## config.mk

```make
export PLATFORM = sky130hd
export DESIGN_NAME = key_touch_event_queue_top
export DESIGN_NICKNAME = d
export VERILOG_FILES = /design/src/ktq_pkg.sv /design/src/ktq_div.sv /design/src/ktq_dp.sv /design/src/ktq_ctrl.sv /design/src/key_touch_event_queue_top.sv
export VERILOG_INCLUDE_DIRS = /design/src /design/src/src
export SDC_FILE = /design/constraint.sdc
export NUM_CORES = 2
export LEC_CHECK = 0
export BUFFER_PORTS_ARGS = -buffer_cell sky130_fd_sc_hd__buf_2
export CAP_MARGIN = 5
export CORE_MARGIN = 10
export CORE_UTILIZATION = 30
export CTS_BUF_LIST = sky130_fd_sc_hd__clkbuf_16
export CTS_CLUSTER_SIZE = 14
export DETAILED_ROUTE_END_ITERATION = 10
export SYNTH_ARGS = -nofsm -noshare
export SYNTH_HDL_FRONTEND = slang
export SYNTH_SLANG_ARGS = --single-unit
export TNS_END_PERCENT = 20
```

## constraint.sdc

```tcl
create_clock -name clk -period 45.4 [get_ports clk]
set_input_delay 6.81 -clock clk [delete_from_list [all_inputs] [get_ports clk]]
set_output_delay 6.81 -clock clk [all_outputs]
set_load 0.005 [all_outputs]
```

## src/key_touch_event_queue_top_defines.svh

```systemverilog
// Assertion macros shared by the event queue RTL.
// Each macro expects clk and arst_n to be visible at the point of use.
`ifndef KEY_TOUCH_EVENT_QUEUE_TOP_DEFINES_SVH
`define KEY_TOUCH_EVENT_QUEUE_TOP_DEFINES_SVH

// same-cycle implication
`define KTQ_ASSERT_NOW(lbl, ante, cons, msg) \
	lbl: assert property (@(posedge clk) disable iff (!arst_n) (ante) |-> (cons)) \
		else $error(msg);

// next-cycle implication
`define KTQ_ASSERT_NEXT(lbl, ante, cons, msg) \
	lbl: assert property (@(posedge clk) disable iff (!arst_n) (ante) |=> (cons)) \
		else $error(msg);

`endif

```

## src/ktq_pkg.sv

```systemverilog
// Types, codes and reset constants for the key/touch event queue.
// No dependencies.
`timescale 1ns / 1ps
`default_nettype none
package ktq_pkg;
	localparam int QUEUE_DEPTH_DEF = 32;
	localparam int SUM_W   = 48;
	localparam int MCNT_W  = 32;
	localparam int FILL_W  = 6;

	typedef enum logic [2:0] {
		OP_KEY_DOWN = 3'd0,
		OP_KEY_UP   = 3'd1,
		OP_PEN_DOWN = 3'd2,
		OP_PEN_UP   = 3'd3,
		OP_PEN_MOVE = 3'd4,
		OP_TICK     = 3'd5,
		OP_POP      = 3'd6,
		OP_CLEAR    = 3'd7
	} op_t;

	localparam logic [1:0] KIND_NONE = 2'd0;
	localparam logic [1:0] KIND_KEY  = 2'd1;
	localparam logic [1:0] KIND_PEN  = 2'd2;

	localparam logic [2:0] T_DOWN   = 3'd0;
	localparam logic [2:0] T_UP     = 3'd1;
	localparam logic [2:0] T_LONG   = 3'd2;
	localparam logic [2:0] T_REPEAT = 3'd3;
	localparam logic [2:0] T_MOVE   = 3'd4;

	localparam logic [1:0] REG_LONG_PRESS = 2'd0;
	localparam logic [1:0] REG_REPEAT     = 2'd1;
	localparam logic [1:0] REG_JITTER     = 2'd2;

	localparam logic [15:0] LONG_PRESS_RST = 16'd800;
	localparam logic [15:0] REPEAT_RST     = 16'd400;
	localparam logic [7:0]  JITTER_RST     = 8'd4;
	// average used when no point has been seen is minus this
	localparam logic [16:0] NO_POINT_OFS   = 17'd10;

	typedef struct packed {
		logic [1:0]  kind;
		logic [2:0]  etype;
		logic [31:0] payload;
	} entry_t;

	typedef struct packed {
		logic load;
		logic div_start;
		logic rd_en;
		logic exec;
		logic clr_wr;
	} ktq_cmd_t;

	typedef struct packed {
		logic need_div;
		logic div_done;
		logic out_free;
		logic clr_last;
	} ktq_stat_t;
endpackage
`default_nettype wire

```

## src/ktq_div.sv

```systemverilog
// Restoring radix-2 divider, one quotient bit per cycle.
// Depends on nothing but its parameters.
`timescale 1ns / 1ps
`default_nettype none
module ktq_div #(
	parameter int NW = 48,
	parameter int DW = 32
) (
	input  wire logic          clk,
	input  wire logic          arst_n,
	input  wire logic          start,
	input  wire logic [NW-1:0] dividend,
	input  wire logic [DW-1:0] divisor,
	output logic               done,
	output logic [NW-1:0]      quotient
);
	localparam int CW = $clog2(NW + 1);

	logic [NW-1:0] dvd_q;
	logic [DW-1:0] dvs_q;
	logic [DW-1:0] rem_q;
	logic [CW-1:0] cnt_q;
	logic          busy_q;
	logic          done_q;
	logic [DW:0]   rem_sh;
	logic          qbit;
	logic [DW:0]   rem_sub;

	always_comb begin
		rem_sh  = {rem_q, dvd_q[NW-1]};
		rem_sub = rem_sh - {1'b0, dvs_q};
		qbit    = (rem_sh >= {1'b0, dvs_q});
	end

	always_ff @(posedge clk or negedge arst_n) begin
		if (!arst_n) begin
			busy_q <= 1'b0;
			done_q <= 1'b0;
			cnt_q  <= '0;
		end else begin
			done_q <= busy_q && !start && (cnt_q == CW'(1));
			if (start) begin
				busy_q <= 1'b1;
				cnt_q  <= CW'(NW);
			end else if (busy_q) begin
				cnt_q <= cnt_q - 1'b1;
				if (cnt_q == CW'(1)) begin
					busy_q <= 1'b0;
				end
			end
		end
	end

	always_ff @(posedge clk) begin
		if (start) begin
			dvd_q <= dividend;
			dvs_q <= divisor;
			rem_q <= '0;
		end else if (busy_q) begin
			// quotient bits shift in where dividend bits leave
			dvd_q <= {dvd_q[NW-2:0], qbit};
			rem_q <= qbit ? rem_sub[DW-1:0] : rem_sh[DW-1:0];
		end
	end

	assign done     = done_q;
	assign quotient = dvd_q;
endmodule
`default_nettype wire

```

## src/ktq_dp.sv

```systemverilog
// Datapath: config registers, entry ring, hold/repeat timer, pen average.
// Depends on ktq_pkg, ktq_div and key_touch_event_queue_top_defines.svh.
`timescale 1ns / 1ps
`default_nettype none
`include "key_touch_event_queue_top_defines.svh"
module ktq_dp #(
	parameter int QUEUE_DEPTH = ktq_pkg::QUEUE_DEPTH_DEF
) (
	input  wire logic                clk,
	input  wire logic                arst_n,
	input  wire ktq_pkg::ktq_cmd_t   cmd,
	output ktq_pkg::ktq_stat_t       st,
	input  wire logic                cfg_we,
	input  wire logic [1:0]          cfg_addr,
	input  wire logic [15:0]         cfg_wdata,
	input  wire logic [2:0]          in_op,
	input  wire logic [31:0]         in_key,
	input  wire logic [15:0]         in_x,
	input  wire logic [15:0]         in_y,
	input  wire logic [31:0]         in_now,
	input  wire logic                out_ready,
	output logic                     out_valid,
	output logic                     queued,
	output logic                     pop_valid,
	output logic [1:0]               ev_kind,
	output logic [2:0]               ev_type,
	output logic [31:0]              ev_key,
	output logic [15:0]              ev_x,
	output logic [15:0]              ev_y,
	output logic [ktq_pkg::FILL_W-1:0] fill
);
	localparam int AW = $clog2(QUEUE_DEPTH);
	localparam int CW = $clog2(QUEUE_DEPTH + 1);
	localparam int SW = ktq_pkg::SUM_W;
	localparam int MW = ktq_pkg::MCNT_W;

	// config
	logic [15:0] lp_q, rp_ms_q;
	logic [7:0]  jit_q;

	always_ff @(posedge clk or negedge arst_n) begin
		if (!arst_n) begin
			lp_q    <= ktq_pkg::LONG_PRESS_RST;
			rp_ms_q <= ktq_pkg::REPEAT_RST;
			jit_q   <= ktq_pkg::JITTER_RST;
		end else if (cfg_we) begin
			case (cfg_addr)
				ktq_pkg::REG_LONG_PRESS: lp_q    <= cfg_wdata;
				ktq_pkg::REG_REPEAT:     rp_ms_q <= cfg_wdata;
				ktq_pkg::REG_JITTER:     jit_q   <= cfg_wdata[7:0];
				default: ;
			endcase
		end
	end

	// latched input item
	ktq_pkg::op_t op_q;
	logic [31:0]  key_q, now_q;
	logic [15:0]  x_q, y_q;

	always_ff @(posedge clk) begin
		if (cmd.load) begin
			op_q  <= ktq_pkg::op_t'(in_op);
			key_q <= in_key;
			x_q   <= in_x;
			y_q   <= in_y;
			now_q <= in_now;
		end
	end

	// state
	logic [AW-1:0] wp_q, rdp_q, clr_q;
	logic [CW-1:0] cnt_q;
	logic          held_q, rep_q;
	logic [31:0]   lt_q;
	logic [SW-1:0] sx_q, sy_q;
	logic [MW-1:0] mc_q;

	// dividers run on the sums as they stand when the move arrives
	logic          dx_done, dy_done;
	logic [SW-1:0] qx, qy;

	ktq_div #(.NW(SW), .DW(MW)) u_div_x (
		.clk(clk), .arst_n(arst_n), .start(cmd.div_start),
		.dividend(sx_q), .divisor(mc_q), .done(dx_done), .quotient(qx)
	);
	ktq_div #(.NW(SW), .DW(MW)) u_div_y (
		.clk(clk), .arst_n(arst_n), .start(cmd.div_start),
		.dividend(sy_q), .divisor(mc_q), .done(dy_done), .quotient(qy)
	);

	// ring memory
	ktq_pkg::entry_t mem [QUEUE_DEPTH];
	ktq_pkg::entry_t rd_q;
	logic [AW-1:0]   prev_wp, rd_addr;

	function automatic logic [AW-1:0] next_idx(input logic [AW-1:0] i);
		return (i == AW'(QUEUE_DEPTH - 1)) ? '0 : i + 1'b1;
	endfunction

	always_comb begin
		prev_wp = (wp_q == '0) ? AW'(QUEUE_DEPTH - 1) : wp_q - 1'b1;
		rd_addr = (op_q == ktq_pkg::OP_POP) ? rdp_q : prev_wp;
	end

	// next-state logic for one item
	logic            out_valid_q;
	logic            stage;
	ktq_pkg::entry_t s;
	logic            held_n, rep_n;
	logic [31:0]     lt_n;
	logic [SW-1:0]   sx_n, sy_n;
	logic [MW-1:0]   mc_n;
	logic [AW-1:0]   wp_n, rdp_n;
	logic [CW-1:0]   cnt_n;
	logic            drop;
	logic            pop_ok;
	logic [SW:0]     hi_x, hi_y;

	always_comb begin
		stage  = 1'b0;
		s      = '0;
		held_n = held_q;
		rep_n  = rep_q;
		lt_n   = lt_q;
		sx_n   = sx_q;
		sy_n   = sy_q;
		mc_n   = mc_q;
		wp_n   = wp_q;
		rdp_n  = rdp_q;
		cnt_n  = cnt_q;
		pop_ok = 1'b0;
		hi_x   = (SW + 1)'(x_q) + (SW + 1)'(jit_q);
		hi_y   = (SW + 1)'(y_q) + (SW + 1)'(jit_q);
		if (mc_q == '0) begin
			drop = ((17'(x_q) + ktq_pkg::NO_POINT_OFS) <= 17'(jit_q))
				&& ((17'(y_q) + ktq_pkg::NO_POINT_OFS) <= 17'(jit_q));
		end else begin
			drop = ({1'b0, qx} <= hi_x) && (({1'b0, qx} + (SW + 1)'(jit_q)) >= (SW + 1)'(x_q))
				&& ({1'b0, qy} <= hi_y) && (({1'b0, qy} + (SW + 1)'(jit_q)) >= (SW + 1)'(y_q));
		end

		case (op_q)
			ktq_pkg::OP_POP: begin
				if (cnt_q != '0) begin
					pop_ok = 1'b1;
					cnt_n  = cnt_q - 1'b1;
					rdp_n  = next_idx(rdp_q);
				end
			end
			ktq_pkg::OP_CLEAR: begin
				wp_n  = '0;
				rdp_n = '0;
				cnt_n = '0;
			end
			default: begin
				case (op_q)
					ktq_pkg::OP_KEY_DOWN, ktq_pkg::OP_KEY_UP: begin
						held_n = (op_q == ktq_pkg::OP_KEY_DOWN);
						rep_n  = 1'b0;
						if (op_q == ktq_pkg::OP_KEY_DOWN) lt_n = now_q;
						s.kind    = ktq_pkg::KIND_KEY;
						s.etype   = (op_q == ktq_pkg::OP_KEY_DOWN) ? ktq_pkg::T_DOWN
							: ktq_pkg::T_UP;
						s.payload = key_q;
						stage     = 1'b1;
					end
					ktq_pkg::OP_PEN_DOWN: begin
						sx_n = SW'(x_q); sy_n = SW'(y_q); mc_n = MW'(1);
						held_n = 1'b1; rep_n = 1'b0; lt_n = now_q;
						s.kind = ktq_pkg::KIND_PEN; s.etype = ktq_pkg::T_DOWN;
						s.payload = {x_q, y_q};
						stage = 1'b1;
					end
					ktq_pkg::OP_PEN_UP: begin
						sx_n = '0; sy_n = '0; mc_n = '0;
						held_n = 1'b0; rep_n = 1'b0;
						s.kind = ktq_pkg::KIND_PEN; s.etype = ktq_pkg::T_UP;
						s.payload = {x_q, y_q};
						stage = 1'b1;
					end
					ktq_pkg::OP_PEN_MOVE: begin
						if (drop) begin
							sx_n = sx_q + SW'(x_q);
							sy_n = sy_q + SW'(y_q);
							mc_n = mc_q + 1'b1;
						end else begin
							sx_n = SW'(x_q); sy_n = SW'(y_q); mc_n = MW'(1);
							lt_n = now_q; held_n = 1'b1; rep_n = 1'b0;
							s.kind = ktq_pkg::KIND_PEN; s.etype = ktq_pkg::T_MOVE;
							s.payload = {x_q, y_q};
							stage = 1'b1;
						end
					end
					default: ;
				endcase
				// long press, then repeat; either replaces the staged entry
				if (held_n && ((now_q - lt_n) >= {16'd0, lp_q})) begin
					held_n = 1'b0;
					rep_n  = 1'b1;
					lt_n   = now_q;
					s.kind = (rd_q.kind == ktq_pkg::KIND_KEY) ? ktq_pkg::KIND_KEY
						: ktq_pkg::KIND_PEN;
					s.etype   = ktq_pkg::T_LONG;
					s.payload = rd_q.payload;
					stage     = 1'b1;
				end
				if (rep_n && ((now_q - lt_n) >= {16'd0, rp_ms_q})) begin
					lt_n = now_q;
					s.kind = (rd_q.kind == ktq_pkg::KIND_KEY) ? ktq_pkg::KIND_KEY
						: ktq_pkg::KIND_PEN;
					s.etype   = ktq_pkg::T_REPEAT;
					s.payload = rd_q.payload;
					stage     = 1'b1;
				end
				if (stage) begin
					wp_n = next_idx(wp_q);
					if (cnt_q >= CW'(QUEUE_DEPTH)) begin
						rdp_n = next_idx(rdp_q);
						cnt_n = CW'(QUEUE_DEPTH);
					end else begin
						cnt_n = cnt_q + 1'b1;
					end
				end
			end
		endcase
	end

	always_ff @(posedge clk) begin
		if (cmd.clr_wr) mem[clr_q] <= '0;
		else if (cmd.exec && stage) mem[wp_q] <= s;
		if (cmd.rd_en) rd_q <= mem[rd_addr];
	end

	always_ff @(posedge clk or negedge arst_n) begin
		if (!arst_n) begin
			wp_q   <= '0;
			rdp_q  <= '0;
			clr_q  <= '0;
			cnt_q  <= '0;
			held_q <= 1'b0;
			rep_q  <= 1'b0;
			lt_q   <= '0;
			sx_q   <= '0;
			sy_q   <= '0;
			mc_q   <= '0;
			out_valid_q <= 1'b0;
		end else begin
			if (cmd.clr_wr) clr_q <= clr_q + 1'b1;
			if (cmd.exec) out_valid_q <= 1'b1;
			else if (out_ready) out_valid_q <= 1'b0;
			if (cmd.exec) begin
				wp_q   <= wp_n;
				rdp_q  <= rdp_n;
				cnt_q  <= cnt_n;
				held_q <= held_n;
				rep_q  <= rep_n;
				lt_q   <= lt_n;
				sx_q   <= sx_n;
				sy_q   <= sy_n;
				mc_q   <= mc_n;
			end
		end
	end

	// result register
	always_ff @(posedge clk) begin
		if (cmd.exec) begin
			queued    <= stage && (op_q != ktq_pkg::OP_POP) && (op_q != ktq_pkg::OP_CLEAR);
			pop_valid <= pop_ok;
			ev_kind   <= pop_ok ? rd_q.kind : ktq_pkg::KIND_NONE;
			ev_type   <= pop_ok ? rd_q.etype : 3'd0;
			ev_key    <= (pop_ok && rd_q.kind == ktq_pkg::KIND_KEY) ? rd_q.payload : 32'd0;
			ev_x      <= (pop_ok && rd_q.kind != ktq_pkg::KIND_KEY) ? rd_q.payload[31:16]
				: 16'd0;
			ev_y      <= (pop_ok && rd_q.kind != ktq_pkg::KIND_KEY) ? rd_q.payload[15:0]
				: 16'd0;
			fill      <= ktq_pkg::FILL_W'(cnt_n);
		end
	end

	assign out_valid   = out_valid_q;
	assign st.need_div = (in_op == ktq_pkg::OP_PEN_MOVE) && (mc_q != '0);
	assign st.div_done = dx_done && dy_done;
	assign st.out_free = !out_valid_q || out_ready;
	assign st.clr_last = (clr_q == AW'(QUEUE_DEPTH - 1));

	`KTQ_ASSERT_NOW(a_cnt_bound, 1'b1, cnt_q <= CW'(QUEUE_DEPTH), "entry count above depth")
	`KTQ_ASSERT_NEXT(a_exec_out, cmd.exec, out_valid_q, "result not registered after exec")
	`KTQ_ASSERT_NEXT(a_clear, cmd.exec && op_q == ktq_pkg::OP_CLEAR,
		cnt_q == '0 && wp_q == '0 && rdp_q == '0, "clear left ring non-empty")
endmodule
`default_nettype wire

```

## src/ktq_ctrl.sv

```systemverilog
// Controller FSM: clearing pass, accept, divide wait, ring read, apply.
// Depends on ktq_pkg.
`timescale 1ns / 1ps
`default_nettype none
module ktq_ctrl (
	input  wire logic               clk,
	input  wire logic               arst_n,
	input  wire logic               in_valid,
	output logic                    in_ready,
	input  wire ktq_pkg::ktq_stat_t st,
	output ktq_pkg::ktq_cmd_t       cmd
);
	typedef enum logic [4:0] {
		S_CLR  = 5'b00001,
		S_IDLE = 5'b00010,
		S_DIV  = 5'b00100,
		S_RD   = 5'b01000,
		S_EXEC = 5'b10000
	} state_t;

	state_t state_q, state_n;

	always_comb begin
		in_ready      = (state_q == S_IDLE);
		cmd.load      = in_valid && (state_q == S_IDLE);
		cmd.div_start = cmd.load && st.need_div;
		cmd.rd_en     = (state_q == S_RD);
		cmd.exec      = (state_q == S_EXEC) && st.out_free;
		cmd.clr_wr    = (state_q == S_CLR);
		state_n       = state_q;
		case (state_q)
			S_CLR:  if (st.clr_last) state_n = S_IDLE;
			S_IDLE: if (cmd.load) state_n = st.need_div ? S_DIV : S_RD;
			S_DIV:  if (st.div_done) state_n = S_RD;
			S_RD:   state_n = S_EXEC;
			S_EXEC: if (st.out_free) state_n = S_IDLE;
			default: state_n = S_CLR;
		endcase
	end

	always_ff @(posedge clk or negedge arst_n) begin
		if (!arst_n) state_q <= S_CLR;
		else         state_q <= state_n;
	end
endmodule
`default_nettype wire

```

## src/key_touch_event_queue_top.sv

```systemverilog
// Top level of the key/touch event queue: stream ports, packing.
// Depends on ktq_pkg, ktq_ctrl, ktq_dp.
//
// channel   dir  tdata                                  tuser
// s_axis    in   key_code, pen_x, pen_y, now_ms (96b)   op (3b)
// m_axis    out  queued..fill (80b, see port)           ev_kind (2b)
// cfg       in   cfg_we / cfg_addr / cfg_wdata, no wait
//
// A pen move with samples goes accept, divide wait (48-step divider on the
// sums), ring read, apply; any other item goes accept, ring read, apply.
// After reset a clearing pass zeroes the ring;
// no transfer is accepted then, config writes are.
// A stalled output holds the apply step; no new item is taken meanwhile.
`timescale 1ns / 1ps
`default_nettype none
module key_touch_event_queue_top #(
	parameter int QUEUE_DEPTH = ktq_pkg::QUEUE_DEPTH_DEF
) (
	input  wire logic        clk,
	input  wire logic        arst_n,
	input  wire logic        cfg_we,
	input  wire logic [1:0]  cfg_addr,
	input  wire logic [15:0] cfg_wdata,
	input  wire logic        s_axis_tvalid,
	output logic             s_axis_tready,
	// key_code[31:0], pen_x[47:32], pen_y[63:48], now_ms[95:64]
	input  wire logic [95:0] s_axis_tdata,
	// op[2:0]
	input  wire logic [2:0]  s_axis_tuser,
	output logic             m_axis_tvalid,
	input  wire logic        m_axis_tready,
	// queued[0], pop_valid[1], ev_type[4:2], ev_key[36:5], ev_x[52:37],
	// ev_y[68:53], fill[74:69], zero[79:75]
	output logic [79:0]      m_axis_tdata,
	// ev_kind[1:0]
	output logic [1:0]       m_axis_tuser
);
	ktq_pkg::ktq_cmd_t  cmd;
	ktq_pkg::ktq_stat_t st;
	logic        queued, pop_valid;
	logic [2:0]  ev_type;
	logic [31:0] ev_key;
	logic [15:0] ev_x, ev_y;
	logic [ktq_pkg::FILL_W-1:0] fill;

	ktq_ctrl u_ctrl (
		.clk(clk), .arst_n(arst_n), .in_valid(s_axis_tvalid),
		.in_ready(s_axis_tready), .st(st), .cmd(cmd)
	);

	ktq_dp #(.QUEUE_DEPTH(QUEUE_DEPTH)) u_dp (
		.clk(clk), .arst_n(arst_n), .cmd(cmd), .st(st),
		.cfg_we(cfg_we), .cfg_addr(cfg_addr), .cfg_wdata(cfg_wdata),
		.in_op(s_axis_tuser), .in_key(s_axis_tdata[31:0]),
		.in_x(s_axis_tdata[47:32]), .in_y(s_axis_tdata[63:48]),
		.in_now(s_axis_tdata[95:64]),
		.out_ready(m_axis_tready), .out_valid(m_axis_tvalid),
		.queued(queued), .pop_valid(pop_valid), .ev_kind(m_axis_tuser),
		.ev_type(ev_type), .ev_key(ev_key), .ev_x(ev_x), .ev_y(ev_y), .fill(fill)
	);

	assign m_axis_tdata = {5'd0, fill, ev_y, ev_x, ev_key, ev_type, pop_valid, queued};
endmodule
`default_nettype wire

```

* Word-level counts from Yosys, hierarchy flattened
Memories as Yosys holds them, arrays and structs flattened. A register that Yosys moved wholly into a read port is not among the register bits.
Cells that the tools add are included.
Widths: inputs -> output; s select.
** Storage, ports and cells
- Bits in registers :: 613
- Bits in writable memories :: 1184
- Input port bits :: 122
- Word-level logic and storage cells :: 233
- Memories kept :: 1
** Operators by class
- Add/sub/neg operators :: 21
- Magnitude comparators :: 11
- Eq/ne operators :: 28
- Mux-type cells :: 83
- Bitwise gates (word level) :: 2
- Reduce and logical (&&, ||, !) cells :: 48
** Memory list
- u_dp.mem :: depth 32, width 37, read ports 1, clocked after memory_dff 1, write ports 1, line ktq_dp.sv:93 : ktq_pkg::entry_t mem [QUEUE_DEPTH];
** Operators by type and width (count)
- $mux 32 :: 9
- $mux 48 :: 6
- $pmux 48 s3 :: 2
- $pmux 32 s3 :: 2
- $mux 37 :: 5
- $pmux 37 s4 :: 1
- $sub 32x32->32 :: 4
- $add 48x8->49 :: 2
- $ge 49x16->1 :: 2
- $le 48x49->1 :: 2
- $add 48x16->48 :: 2
- $ge 33x32->1 :: 2
- $mux 5 :: 13
- $ge 32x16->1 :: 2
- $mux 6 :: 7
- $reduce_or 37->1 :: 1
- $add 16x4->17 const B :: 2
- $add 16x8->17 :: 2
- $le 17x8->1 :: 2
- $add 32x1->32 const B :: 1
- $logic_not 32->1 :: 1
- $reduce_bool 32->1 :: 1
- $mux 1 :: 29
- $pmux 5 s5 :: 1
- other kinds (40) :: 92

* Logic depth before layout (Yosys ltp)
- Word-level depth :: 26
- Depth in mapped cells :: 80
- Depth with buffers taken out :: 75

* Cells and area by module
Synthesis repeated with hierarchy kept, for this count alone.
** Unflattened totals
- Cell total of the unflattened synthesis :: 8105
- Area, all modules :: 93119.3 µm²
** By module, submodules not included
- ktq_dp :: times used 1, cells each 6812, area an instance 79123.4 µm², sequential area each 47564.4 µm²
- ktq_div :: times used 2, cells each 623, area an instance 6759.0 µm², sequential area each 3243.1 µm²
- ktq_ctrl :: times used 1, cells each 39, area an instance 421.7 µm², sequential area each 126.4 µm²
- key_touch_event_queue_top :: times used 1, cells each 8, area an instance 56.3 µm², sequential area each 0.0 µm²

* Worst setup path after synthesis
Ideal clock, no wire load.
- Kind :: register -> register
- From :: reg u_dp.jit_q[1]
- To :: mem u_dp.mem[16][0] (netlist name), enable pin
- Setup time :: 431 ps
- Arrival time :: 16377 ps
- Path slack :: 28592 ps
- Stages on the path, launching flop included :: 77
- Buffers on the path :: 5
- Period minus slack after synthesis :: 16808 ps
- Cells stage by stage :: dfrtp_1 > inv_1 > fa_1 > inv_1 > a21oi_1 > o21ai_0 > a21o_1 > nand2_1 > a21oi_1 > o21ai_0 > a21oi_1 > nand2b_1 > ha_1 > a2111oi_0 > o21ai_0 > a221o_1 > a221oi_1 > o211a_1 > [... 41 more ...] > nor2_1 > nor2_1 > xnor2_1 > ha_1 > nor2b_1 > o21ai_0 > o2111ai_1 > nor3_1 > o2111ai_1 > a2111oi_0 > nand3_1 > nor4_1 > o21ai_0 > a21boi_1 > a21oi_1 > buf_2 > mux2_2 > nor2_1
** Between the ends
- Cells in the longest elaborated chain, start to end :: 26
** Ends and longest elaborated chain
- start, declared :: line ktq_dp.sv:39 : logic [7:0] jit_q;
- start signal, assigned :: line ktq_dp.sv:45 : jit_q <= ktq_pkg::JITTER_RST;
- start signal, assigned :: line ktq_dp.sv:50 : ktq_pkg::REG_JITTER: jit_q <= cfg_wdata[7:0];
- $add 48x8->49 or $add 16x8->17 (tied branches) :: line ktq_dp.sv:139, ktq_dp.sv:133
- $ge 49x16->1 or $le 48x49->1 (tied branches) :: line ktq_dp.sv:139 : drop = ({1'b0, qx} <= hi_x) && (({1'b0, qx} + (SW + 1)'(jit_q)) >= (SW + 1)'(x_q))
- $logic_and 1x1->1 :: line ktq_dp.sv:139
- $logic_and 1x1->1 (2 in series) :: line ktq_dp.sv:140 : && ({1'b0, qy} <= hi_y) && (({1'b0, qy} + (SW + 1)'(jit_q)) >= (SW + 1)'(y_q));
- $mux 1 * :: line ktq_dp.sv:135 : if (mc_q == '0) begin
- $mux 32 :: line ktq_dp.sv:183 : if (drop) begin
- $pmux 32 s3 :: line ktq_dp.sv:157 : case (op_q)
- $mux 32 :: line ktq_dp.sv:143 : case (op_q)
- [... 8 more ...]
- $mux 1 * :: line ktq_dp.sv:208 : if (rep_n && ((now_q - lt_n) >= {16'd0, rp_ms_q})) begin
- $mux 1 * (2 in series) :: line ktq_dp.sv:143
- $logic_and 1x1->1 * :: line ktq_dp.sv:231 : else if (cmd.exec && stage) mem[wp_q] <= s;
- $mux 1 * :: line ktq_dp.sv:231
- $mux 1 * :: line ktq_dp.sv:230 : if (cmd.clr_wr) mem[clr_q] <= '0;
- $mux 1 (not written as such) * :: line ktq_dp.sv:231
- $reduce_or 37->1 (no source line)
- $mux 5 (no source line) or $mux 1 (tied branches)
- end, declared :: line ktq_dp.sv:93
Mark *: on every way between the ends. The rest lies on a longest branch, timed or not. The select of a mux whose other input is x is not followed.

* Final worst setup path
- From :: reg u_dp.jit_q[1]
- To :: mem u_dp.mem[4][32] (netlist name), enable pin
Same word-level chain as after synthesis.

==> implementation parameters <==
Parameter                              Value

Status
  Status    completed

Pwr
  P_int    2.854 mW
  Static Leak    34.48 nW
  Switch Pwr    804.0 uW
  Switching Fraction    21.98%
  Highest ir drop seen on vdd    33.04 uV
  Overall power consumption    3.659 mW
  Clock power share    46.7%
  Logic pwr share    3.7%
  Part of the total power dissipated in sequential elements    49.6%
  Power density cells    35.85 nW/um^2

Clock tree
  TritonCTS buffer count    203
  Clock-pin slew of the registers on the worst-case setup and hold paths    60 ps
  Skew-Pair Late Insertion Delay    910 ps
  Root buffer cell    sky130_fd_sc_hd__clkbuf_16
  Post-CTS Resized    0
  Setup bufs post-CTS    0
  Number of hold-repair buffers added at the cts stage    0
  Clock tree from TritonCTS    built
  Sinks on Clock Net    1834
  Maximum count of clock buffers along a single path    4
  CTS H-tree depth    4

Placement
  Routability cong.    0.8878
  Pre-CTS setup slack    24710 ps
  Number of I/O port buffers    200
  Standard cell area after detailed placement    95110 sq um
  # placed instances    10740
  Placed wire-length estimate    164200 um

Timing
  Worst Tran Pin Value    1201 ps
  Worst Hold Slack    470.1 ps
  Unrepaired setup endpoints after global routing    false
  Max_slew headroom    19.71%
  Number of failing setup endpoints in the final timing report    0
  Peak Freq    48.38 MHz
  Fin Setup TNS    0 ps
  Worst Clk Skew    76.28 ps
  Post-route clock period utilization    45.53%
  Final Hold Vio Count    0
  Setup slack of the critical path after layout    24730 ps
  Pins over their slew limit    0
  Min cycle time layout    20670 ps

Finish
  Commonest non-fill, non-tap cells in the layout    sky130_fd_sc_hd__edfxtp_1 (1525), sky130_fd_sc_hd__nand2_1 (641), sky130_fd_sc_hd__a21oi_1 (438)
  P&R area growth vs syn    14.78%
  Non-filler instance count after layout    11120
  Total non-filler cell area in the finished layout    102100 sq um
  Share of final-layout standard cells stronger than drive strength 1    17.33%
  Commonest non-fill, non-tap cell in the layout    sky130_fd_sc_hd__edfxtp_1
  Fin nets    7477
  Post-Route Utilization    34.65%

Routing
  Number of vias per cell    5.274
  Post-route DRC    0
  Count of routing violations after the opening detailed-route iteration    5228
  Final wirelength    259500 um
  Wire length per cell after detailed routing    23.33 um
  Via count    58660
  DRT Pass-1 Iters    5
  Number of nets with antenna violations after detailed routing    0

Worst setup path
  Classification of the worst setup path    reg2reg
  CP top delay family    compound AO/OA/AOI/OAI gates
  Worst setup EP type    register
  Required @ worst endpoint    45910 ps
  Critical Path Slowest Stage Cell    sky130_fd_sc_hd__a21boi_1
  Data arrival time at the worst-slack endpoint    21180 ps
  CP max FO    62
  CP bufs+invs    7
  Category of the worst setup path launch point    register
  Slowest stage delay, CP    720 ps
  Most numerous cell on the critical path    sky130_fd_sc_hd__o21ai_0

Floorplan
  Count of boundary I/O pins    206
  Std-Cell Core Area    294600 sq um
  Starting density of the core    30.18%
  Area enclosed by the die boundary    318500 sq um
  Die width    564.4 um
  Num rows    199
  Vertical die dimension    564.4 um

GRT
  Met2 Use GR    26.37%
  First-pass GRT wire length    382800 um
  Maximum number of pins on one net before global-route repair    149
  Grt ovf    0
  Met3 capacity usage during global routing    2.685%
  Number of antenna violations at the first check in global routing    32
  Total GRT Usage    15.70%
  Met1 capacity usage during global routing    20.35%
  GRT busiest layer    met2
  Via count of the first global-routing pass    58630

Synthesis
  Synth unique cells    106
  Yosys reg bits    1834
  Syn Inst Count    6844
  Fraction of the yosys area taken by sequential cells    59.85%
  Post-synthesis average cell area    12.99 sq um
  Number of enable-type register cells in the synthesized netlist    1525
  Area of the mapped netlist    88910 sq um
  Count of yosys warnings during synthesis    0
  Leading register cell type out of synthesis    sky130_fd_sc_hd__edfxtp_1
  Post-synthesis async set-or-reset flop share    13.36%

Min path
  Worst hold path type    reg2reg

Run
  Max-capacitance violation count    0
## tightest hold or removal path: stages, from the launching register on
cell and delay [ps]:
sky130_fd_sc_hd__dfxtp_1 310, sky130_fd_sc_hd__nand2_1 50, sky130_fd_sc_hd__o31ai_1 60
## flip-flops by register name, indices dropped and copies added (netlist names), 32 cells and up
name / cells
u_dp.sx_q: 48
u_dp.rd_q: 37
u_dp.mc_q: 32
u_dp.u_div_y.quotient: 48
u_dp.key_q: 32
u_dp.sy_q: 48
u_dp.now_q: 32
u_dp.u_div_y.rem_q: 32
u_dp.u_div_x.quotient: 48
u_dp.lt_q: 32
u_dp.u_div_x.rem_q: 32
u_dp.ev_key: 32
u_dp.u_div_x.dvs_q: 32
u_dp.mem: 1184
## layer usage
| metal | share of wire [%] | wire [um] |
|---|---|---|
| met1 | 42 | 108400 |
| met2 | 48 | 124400 |
| met3 | 6.1 | 15890 |
| met4 | 4.1 | 10720 |
| met5 | 0.012 | 30 |
## final timing paths
kind                                              from                      to  slack, ps  cells after the start
worst min register to register  u_dp.u_div_y.rem_q[31]  u_dp.u_div_y.rem_q[31]        470                      2
worst min-delay path            u_dp.u_div_y.rem_q[31]  u_dp.u_div_y.rem_q[31]        470                      2
worst max register to register           u_dp.jit_q[1]         u_dp.mem[4][32]      24730                     74
worst max-delay path                     u_dp.jit_q[1]         u_dp.mem[4][32]      24730                     74
max in group asynchronous                       arst_n           u_dp.rdp_q[0]      37920                      2
min in group asynchronous                       arst_n           u_dp.sy_q[33]       6050                      1
## power by group through the flow
stage,Clock (mW),Combinational [mW],Sequential (mW)
2_1_floorplan,0,0.0904,1.85
3_3_place_gp,0,0.131,1.85
3_5_place_dp,0,0.133,1.85
4_1_cts,1.75,0.135,1.81
5_1_grt,1.81,0.152,1.81
6_report,1.71,0.135,1.81
## kinds of logic (layout without fill, tap and decap cells)
| family | count (synthesis) | after routing | share of synthesized area [%] |
|---|---|---|---|
| buffers and inverters | 599 | 948 | 2.629 |
| adder cells (fa/ha/maj) | 332 | 332 | 4.737 |
| multiplexers | 575 | 575 | 10.88 |
| other | 1 | 12 | 0.004218 |
| XOR/XNOR | 213 | 213 | 2.098 |
| flip-flops | 1834 | 1834 | 59.85 |
| AO/OA/AOI/OAI | 1437 | 1437 | 9.921 |
| AND/OR/NAND/NOR | 1853 | 1853 | 9.882 |
## layout make-up
type	instances	area (sq um)
Multi-Input combinational cell	4415	34090
Clock buffer	204	5105
Antenna cell	7	17.52
Sequential cell	1834	53220
Inverter	251	949.7
Fill cell	28350	192500
Timing Repair Buffer	322	1972
Clock inverter	171	1803
Tap cell	3919	4903
## Yosys cell counts (all sizes together) (18+ instances only)
| master | count | area share [%] |
|---|---|---|
| buf | 106 | 0.55 |
| a31oi | 59 | 0.43 |
| a21oi | 447 | 2.5 |
| nand2 | 646 | 2.7 |
| mux2i | 111 | 1.2 |
| nand4 | 90 | 0.66 |
| dfxtp | 64 | 1.4 |
| nand3 | 131 | 0.74 |
| and3 | 116 | 0.82 |
| clkbuf | 242 | 1.0 |
| xnor2 | 149 | 1.5 |
| a21o | 85 | 0.72 |
| and2 | 62 | 0.44 |
| o21ai | 386 | 2.2 |
| o22ai | 48 | 0.34 |
| nand2b | 58 | 0.41 |
| or3 | 18 | 0.13 |
| dfrtp | 237 | 6.7 |
| mux4 | 296 | 7.5 |
| mux2 | 168 | 2.1 |
| o21bai | 42 | 0.35 |
| inv | 250 | 1.1 |
| xor2 | 64 | 0.63 |
| a22oi | 38 | 0.33 |
| edfxtp | 1525 | 52 |
| o211ai | 59 | 0.52 |
| nor4 | 48 | 0.39 |
| nor2b | 47 | 0.33 |
| o31ai | 41 | 0.35 |
| o21a | 24 | 0.20 |
| ha | 319 | 4.5 |
| or2 | 18 | 0.13 |
| nor3 | 89 | 0.50 |
| a211oi | 82 | 0.70 |
| nor2 | 461 | 2.0 |
Note: power is estimated with default switching activity, not from simulation.
